[config.mk]
export PLATFORM = sky130hd
export DESIGN_NAME = drop_tail_ack_queue
export DESIGN_NICKNAME = d
export VERILOG_FILES = /design/src/rtl/core/dtaq_pkg.sv /design/src/rtl/core/drop_tail_ack_queue.sv
export SDC_FILE = /design/constraint.sdc
export NUM_CORES = 2
export LEC_CHECK = 0
export BUFFER_PORTS_ARGS = -buffer_cell sky130_fd_sc_hd__buf_2
export CAP_MARGIN = 20
export CORE_ASPECT_RATIO = 0.8
export CORE_MARGIN = 3
export CORE_UTILIZATION = 60
export DETAILED_ROUTE_END_ITERATION = 12
export HOLD_SLACK_MARGIN = 0.03
export PLACE_DENSITY_LB_ADDON = 0.12
export SKIP_LAST_GASP = 1
export SLEW_MARGIN = 0
export SYNTH_ARGS = -nofsm -noshare
export SYNTH_HDL_FRONTEND = slang
export SYNTH_SLANG_ARGS = --single-unit
[constraint.sdc]
create_clock -name clk -period 6.1 [get_ports clk]
set_clock_uncertainty 0.15 [all_clocks]
set_input_delay 0.305 -clock clk [delete_from_list [all_inputs] [get_ports clk]]
set_output_delay 0.305 -clock clk [all_outputs]
set_load 0.05 [all_outputs]
[src/rtl/core/dtaq_pkg.sv]
// ----------------------------------------------------------------------------
// dtaq_pkg
// Shared types and constants for the drop-tail acknowledgment queue.
// ----------------------------------------------------------------------------
package dtaq_pkg;

    // Sizing
    localparam int QUEUE_DEPTH = 64;
    localparam int NUM_PORTS   = 64;
    localparam int PTR_W       = $clog2(QUEUE_DEPTH);
    localparam int CNT_W       = 7;
    localparam int ID_W        = 32;
    localparam int NODE_W      = 6;

    localparam logic [CNT_W-1:0] LIMIT_RESET = CNT_W'(50);

    // Request kinds carried on s_tuser
    typedef enum logic [1:0] {
        ACT_FRAME = 2'd0,
        ACT_TICK  = 2'd1,
        ACT_ACK   = 2'd2,
        ACT_NONE  = 2'd3
    } action_t;

    // Sequencer states
    typedef enum logic {
        ST_IDLE = 1'b0,
        ST_READ = 1'b1
    } state_t;

    // One stored frame, new flag in the lowest bit
    typedef struct packed {
        logic [ID_W-1:0]   frame_id;
        logic [NODE_W-1:0] node;
        logic              is_new;
    } entry_t;

    // Input payload on s_tdata, last field in the lowest bits
    typedef struct packed {
        logic              pad;
        logic              is_new;
        logic [NODE_W-1:0] source_node;
        logic [ID_W-1:0]   frame_id;
    } in_data_t;

    // Result payload on m_tdata, last field in the lowest bits
    typedef struct packed {
        logic [CNT_W-1:0]  new_held_count;
        logic [CNT_W-1:0]  held_count;
        logic              ack_error;
        logic              frame_dropped;
        logic              ack_is_new;
        logic [NODE_W-1:0] ack_node;
        logic [ID_W-1:0]   ack_frame_id;
        logic              ack_valid;
    } out_data_t;

endpackage

[src/rtl/core/drop_tail_ack_queue.sv]
// ----------------------------------------------------------------------------
// drop_tail_ack_queue
// Router frame queue with tail drop, acknowledging frames on each tick.
// ----------------------------------------------------------------------------
// Frames, ticks and stray acknowledgments arrive as requests on the slave
// stream and each yields exactly one result on the master stream. Frames are
// held in a 64-entry single-port-per-direction synchronous RAM. A frame
// arrival, a tick on an empty queue or any other request is answered in
// the idle state; a tick that pops a frame also passes through the read
// state, because the head entry has to come back from the registered RAM
// read before the new-frame counter can be updated. A new request is taken
// while the previous result waits, as long as it is being drained in the same cycle.
module drop_tail_ack_queue
    import dtaq_pkg::*;
(
    input  logic                    clk,
    input  logic                    rst_n,
    // Configuration: queue_limit
    input  logic                    cfg_wr_en,
    input  logic [CNT_W-1:0]        cfg_wr_data,
    // Request stream
    input  logic                    s_tvalid,
    output logic                    s_tready,
    input  logic [$bits(in_data_t)-1:0]  s_tdata,  // frame_id, source_node, is_new, pad
    input  logic [1:0]              s_tuser,  // action
    // Result stream
    output logic                    m_tvalid,
    input  logic                    m_tready,
    output logic [$bits(out_data_t)-1:0] m_tdata  // ack_valid, ack_frame_id, ack_node,
                                                  // ack_is_new, frame_dropped, ack_error,
                                                  // held_count, new_held_count
);

    state_t           state_reg, state_next;
    logic [PTR_W-1:0] head_ptr_reg, head_ptr_next;
    logic [PTR_W-1:0] tail_ptr_reg, tail_ptr_next;
    logic [CNT_W-1:0] held_reg, held_next;
    logic [CNT_W-1:0] new_held_reg, new_held_next;
    logic [CNT_W-1:0] limit_reg, limit_next;
    logic             m_tvalid_reg, m_tvalid_next;
    out_data_t        m_tdata_reg, m_tdata_next;

    entry_t           mem [QUEUE_DEPTH];
    entry_t           rd_data_reg;
    entry_t           wr_entry;
    logic             wr_en;
    logic             rd_en;

    in_data_t         in_d;
    action_t          in_act;
    logic             in_fire;
    logic             out_free;
    logic [CNT_W-1:0] limit_eff;
    logic             load_out;
    out_data_t        res;

    assign in_d     = in_data_t'(s_tdata);
    assign in_act   = action_t'(s_tuser);
    assign out_free = !m_tvalid_reg || m_tready;
    assign s_tready = (state_reg == ST_IDLE) && out_free;
    assign in_fire  = s_tvalid && s_tready;
    assign m_tvalid = m_tvalid_reg;
    assign m_tdata  = m_tdata_reg;

    // Effective limit never exceeds the storage depth
    assign limit_eff = (limit_reg > CNT_W'(QUEUE_DEPTH)) ? CNT_W'(QUEUE_DEPTH) : limit_reg;

    assign wr_entry.frame_id = in_d.frame_id;
    assign wr_entry.node     = in_d.source_node;
    assign wr_entry.is_new   = in_d.is_new;

    // Frame store: write at tail, registered read at head
    always_ff @(posedge clk)
    begin
        if (wr_en)
        begin
            mem[tail_ptr_reg] <= wr_entry;
        end
        if (rd_en)
        begin
            rd_data_reg <= mem[head_ptr_reg];
        end
    end

    // Control and counter registers
    always_ff @(posedge clk or negedge rst_n)
    begin
        if (!rst_n)
        begin
            state_reg    <= ST_IDLE;
            head_ptr_reg <= '0;
            tail_ptr_reg <= '0;
            held_reg     <= '0;
            new_held_reg <= '0;
            limit_reg    <= LIMIT_RESET;
            m_tvalid_reg <= 1'b0;
        end
        else
        begin
            state_reg    <= state_next;
            head_ptr_reg <= head_ptr_next;
            tail_ptr_reg <= tail_ptr_next;
            held_reg     <= held_next;
            new_held_reg <= new_held_next;
            limit_reg    <= limit_next;
            m_tvalid_reg <= m_tvalid_next;
        end
    end

    // Result payload register
    always_ff @(posedge clk)
    begin
        m_tdata_reg <= m_tdata_next;
    end

    // Sequencer: next state, counters, RAM strobes and result
    always_comb
    begin
        state_next    = state_reg;
        head_ptr_next = head_ptr_reg;
        tail_ptr_next = tail_ptr_reg;
        held_next     = held_reg;
        new_held_next = new_held_reg;
        limit_next    = cfg_wr_en ? cfg_wr_data : limit_reg;
        wr_en         = 1'b0;
        rd_en         = 1'b0;
        load_out      = 1'b0;
        res           = '0;

        case (state_reg)
            ST_IDLE:
            begin
                if (in_fire)
                begin
                    case (in_act)
                        ACT_FRAME:
                        begin
                            load_out = 1'b1;
                            if (held_reg >= limit_eff
                                || {1'b0, in_d.source_node} >= CNT_W'(NUM_PORTS))
                            begin
                                res.frame_dropped = 1'b1;
                            end
                            else
                            begin
                                wr_en         = 1'b1;
                                tail_ptr_next = (tail_ptr_reg == PTR_W'(QUEUE_DEPTH - 1))
                                                ? '0 : tail_ptr_reg + PTR_W'(1);
                                held_next     = held_reg + CNT_W'(1);
                                new_held_next = new_held_reg + CNT_W'(in_d.is_new);
                            end
                        end
                        ACT_TICK:
                        begin
                            if (held_reg != '0)
                            begin
                                rd_en      = 1'b1;
                                state_next = ST_READ;
                            end
                            else
                            begin
                                load_out = 1'b1;
                            end
                        end
                        ACT_ACK:
                        begin
                            load_out      = 1'b1;
                            res.ack_error = 1'b1;
                        end
                        default:
                        begin
                            load_out = 1'b1;
                        end
                    endcase
                end
            end
            ST_READ:
            begin
                // Head entry is back from the RAM: pop it
                load_out         = 1'b1;
                state_next       = ST_IDLE;
                head_ptr_next    = (head_ptr_reg == PTR_W'(QUEUE_DEPTH - 1))
                                   ? '0 : head_ptr_reg + PTR_W'(1);
                held_next        = held_reg - CNT_W'(1);
                if (rd_data_reg.is_new && new_held_reg != '0)
                begin
                    new_held_next = new_held_reg - CNT_W'(1);
                end
                res.ack_valid    = 1'b1;
                res.ack_frame_id = rd_data_reg.frame_id;
                res.ack_node     = rd_data_reg.node;
                res.ack_is_new   = rd_data_reg.is_new;
            end
            default:
            begin
                state_next = ST_IDLE;
            end
        endcase

        res.held_count     = held_next;
        res.new_held_count = new_held_next;

        // Output stage
        m_tdata_next = m_tdata_reg;
        if (load_out)
        begin
            m_tvalid_next = 1'b1;
            m_tdata_next  = res;
        end
        else if (m_tready)
        begin
            m_tvalid_next = 1'b0;
        end
        else
        begin
            m_tvalid_next = m_tvalid_reg;
        end
    end

endmodule

==> summary.log <==
INFO  die            pin_count=112
INFO  critical_path  crit_path_start_kind=flop
INFO  clocking       cts.root.buffer_cell=clkbuf_16
INFO  route          first_pass_iters=6
INFO  sta            timing.final.hold_violations=0
INFO  global_routing grt_max_degree=110
INFO  logic_synthesis synth_enable_flop_cells=2,591
INFO  logic_synthesis synth.top_cells.by_count=edfxtp_1, mux4_2, mux2i_1, clkbuf_1, a22oi_1
INFO  clocking       tritoncts.num_buffers=235
INFO  global_routing grt.total_usage=31.2%
INFO  critical_path  timing.critical_path.required=6460ps
INFO  logic_synthesis post_synth_inst_count=4,606
INFO  place          gp_congestion=0.852
INFO  clocking       htree_num_levels=4
INFO  die            die_w=462um
INFO  sta            setup-violations-final=0
INFO  sta            rsz0062_at_grt=false
INFO  sta            setup_ws=1370ps
INFO  sta            finalCriticalPeriod=4730ps
INFO  power_and_ir_drop worst_ir_drop_vdd=433uV
INFO  logic_synthesis synth.area.top_cells=edfxtp_1, mux4_2, mux2i_1
INFO  route          drcViolationCount=0
INFO  logic_synthesis post_synth.cell_area_avg=21.7um^2
INFO  final_layout   nets=5,057
INFO  route          routed-via-count=50,330
INFO  die            core_region_area=165,000um^2
INFO  place          placement.io_buffers=110
INFO  critical_path  cp_cell_sequence=inv_1 -> ha_1 -> nand2b_1 -> a211oi_1 -> nor3_1 -> or4_1 -> or4b_1 -> nor2_4 -> buf_4
INFO  clocking       worstSkewPairLatency=860ps
INFO  power_and_ir_drop power.density_cell_area=413nW/um^2
INFO  job            drv.max_cap_violation_count=0
INFO  clocking       cts_num_sinks=2,626
INFO  critical_path  critPathMaxFanout=16
INFO  logic_synthesis async_flop_share=1.33%
INFO  clocking       clockBufferDepth=3
INFO  critical_path  critPathArrivalTime=5090ps
INFO  final_layout   area.growth.synth_to_final=13.6%
INFO  sta            slew_headroom=28.3%
INFO  final_layout   final_core_utilization=68.8%
INFO  sta            timing_worst_slew_pin_value=1070ps
INFO  global_routing wire_length_of_the_first_global_routing_pass=375,000um
INFO  min_path       hold_class=primary input to flop
INFO  power_and_ir_drop p_total=46.9mW
INFO  sta            max_clock_freq=211MHz
INFO  sta            fin_setup_tns=0ps
INFO  critical_path  critical_path_buf_inv_count=2
INFO  logic_synthesis seq_area_frac_synth=78.7%
INFO  status         run_status=finished clean
INFO  sta            post-route-period-util=77.6%
INFO  critical_path  cp_top_family=simple AND/OR/NAND/NOR gates
INFO  logic_synthesis synth.cell_area=100,000um^2
INFO  global_routing grt_overflow_total=0
INFO  logic_synthesis ys.flop_type=edfxtp_1
INFO  critical_path  max_stage_delay=950ps
INFO  final_layout   final_layout_size_suffix_gt1_share=24.7%
INFO  place          post-dp-hpwl=153,000um
INFO  die            initial_core_util=60.6%
INFO  critical_path  worst-setup-path-type=flop to flop
INFO  route          drt-vias-per-instance=6.78
INFO  die            design.die.area=172,000um^2
INFO  route          detail_route.iter0.violations=7,583
INFO  clocking       cts_tree=built
INFO  global_routing antenna_found_initial=8
INFO  critical_path  critical_path.slowest_cell=or4b_1
INFO  clocking       post_cts_resized=0
INFO  logic_synthesis ys_seq_elements=2,626
INFO  logic_synthesis mappedNetlistNets=4,676
INFO  clocking       clk_pin_slew_worst_paths=60ps
INFO  route          drtAntennaViolNets=0
INFO  die            die_y=371um
INFO  die            core.rowCount=133
INFO  route          avgRoutedWirePerCell=35.6um
INFO  logic_synthesis most_repeated_cell_in_the_gate_level_netlist_after_synthesis=edfxtp_1
INFO  logic_synthesis post_synth_num_cell_types=63
INFO  critical_path  endpoint_kind=flop
INFO  sta            final_max_slew_viol_count=0
INFO  route          postRouteWirelength=264,000um
INFO  final_layout   nFillCells=10,096
INFO  global_routing number_of_global_route_vias_before_repair=49,358
INFO  logic_synthesis synth_warnings=0
INFO  clocking       cts.hold.buffers_added=62
INFO  place          place_worst_setup_slack=1430ps
INFO  logic_synthesis synth_area_leader_cell=edfxtp_1
INFO  final_layout   largest_register_ffs=2,496
INFO  power_and_ir_drop static-leakage-power=36.2nW
INFO  logic_synthesis synth_largest_type_area_fraction=77.8%
INFO  clocking       post-cts-setup-buffers=0
## where the power goes
group          total, mW  internal [mW]  switching [mW]
clock network       14.9           8.40            6.49
logic               11.5           4.76            6.78
registers           20.5           20.1           0.345
total               46.9           33.3            13.6
## placed cells by master (no fill, tap or decap), types with 30 or more instances in the layout
master,count
buf_4,178
a21oi_1,75
edfxtp_1,2591
mux2i_1,323
nand2_1,93
o22ai_1,50
and2_1,41
mux4_2,483
clkbuf_16,238
buf_12,50
clkinv_2,42
a22oi_1,122
dlygate4sd3_1,68
clkinv_1,61
nand3_1,30
clkbuf_1,46
nor2_1,31
buf_2,110
o221ai_1,68
nor2_4,66
a211oi_1,56
## routing by layer
| metal | track usage, % | vias to the layer above | routed length [um] |
|---|---|---|---|
| li1 | - | 20244 | - |
| met1 | 47.3 | 26588 | 105000 |
| met2 | 46.8 | 3085 | 122000 |
| met3 | 6.38 | 409 | 28700 |
| met4 | 9.42 | 4 | 8400 |
| met5 | 0 | - | 24 |
## worst reg2reg max path, cell delays in order, from the launching register on
cell and delay [ps]:
dfrtp_1 420, inv_1 130, ha_1 310, nand2b_1 150, a211oi_1 280, nor3_1 120, or4_1 730, or4b_1 960
nor2_4 720, buf_4 420
## per-stage QoR
step,hold slack [ps],std cells,area (um^2)
2_1_floorplan,-141,4606,100000
3_3_place_gp,342,6897,105000
3_5_place_dp,338,6901,105000
4_1_cts,81.7,7406,113000
5_1_grt,146,7420,114000
6_report,168,7421,114000
## logic make-up (layout without fill, tap and decap cells)
kind of cell             Yosys count  after routing  synth area share [%]
AO/OA/AOI/OAI                    503            503                  3.68
flip-flops                      2626           2626                  78.7
other                              0              1                     0
buffers and inverters            275            862                  1.23
multiplexers                     832            832                  14.4
XOR/XNOR                          15             15                 0.131
adder cells (fa/ha/maj)           16             16                 0.200
AND/OR/NAND/NOR                  339            339                  1.62
## layout make-up
| cell class | instances | area (um^2) | area share [%] |
|---|---|---|---|
| repair buffers | 410 | 3660 | 3.22 |
| clock inverters | 153 | 1540 | 1.36 |
| well taps | 2227 | 2790 | 2.45 |
| multi-input cells | 1705 | 20600 | 18.1 |
| inverters | 9 | 33.8 | 0.0298 |
| diodes | 1 | 2.50 | 0.00220 |
| clock buffers | 290 | 6210 | 5.47 |
| flip-flops and latches | 2626 | 78700 | 69.3 |
## path summary, 6_finish.rpt
path	start	end	slack, ps	cells after the start
hold reg to reg	new_held_reg[6]	new_held_reg[6]	350	1
setup reg to reg	held_reg[0]	mem[10][30]	1370	9
setup / recovery	held_reg[0]	mem[10][30]	1370	9
min in group asynchronous	rst_n	limit_reg[1]	440	3
max in group asynchronous	rst_n	head_ptr_reg[1]	5080	4
hold / removal	s_tdata[15]	mem[33][22]	170	2
No activity file was read; power rests on OpenSTA's default activity.
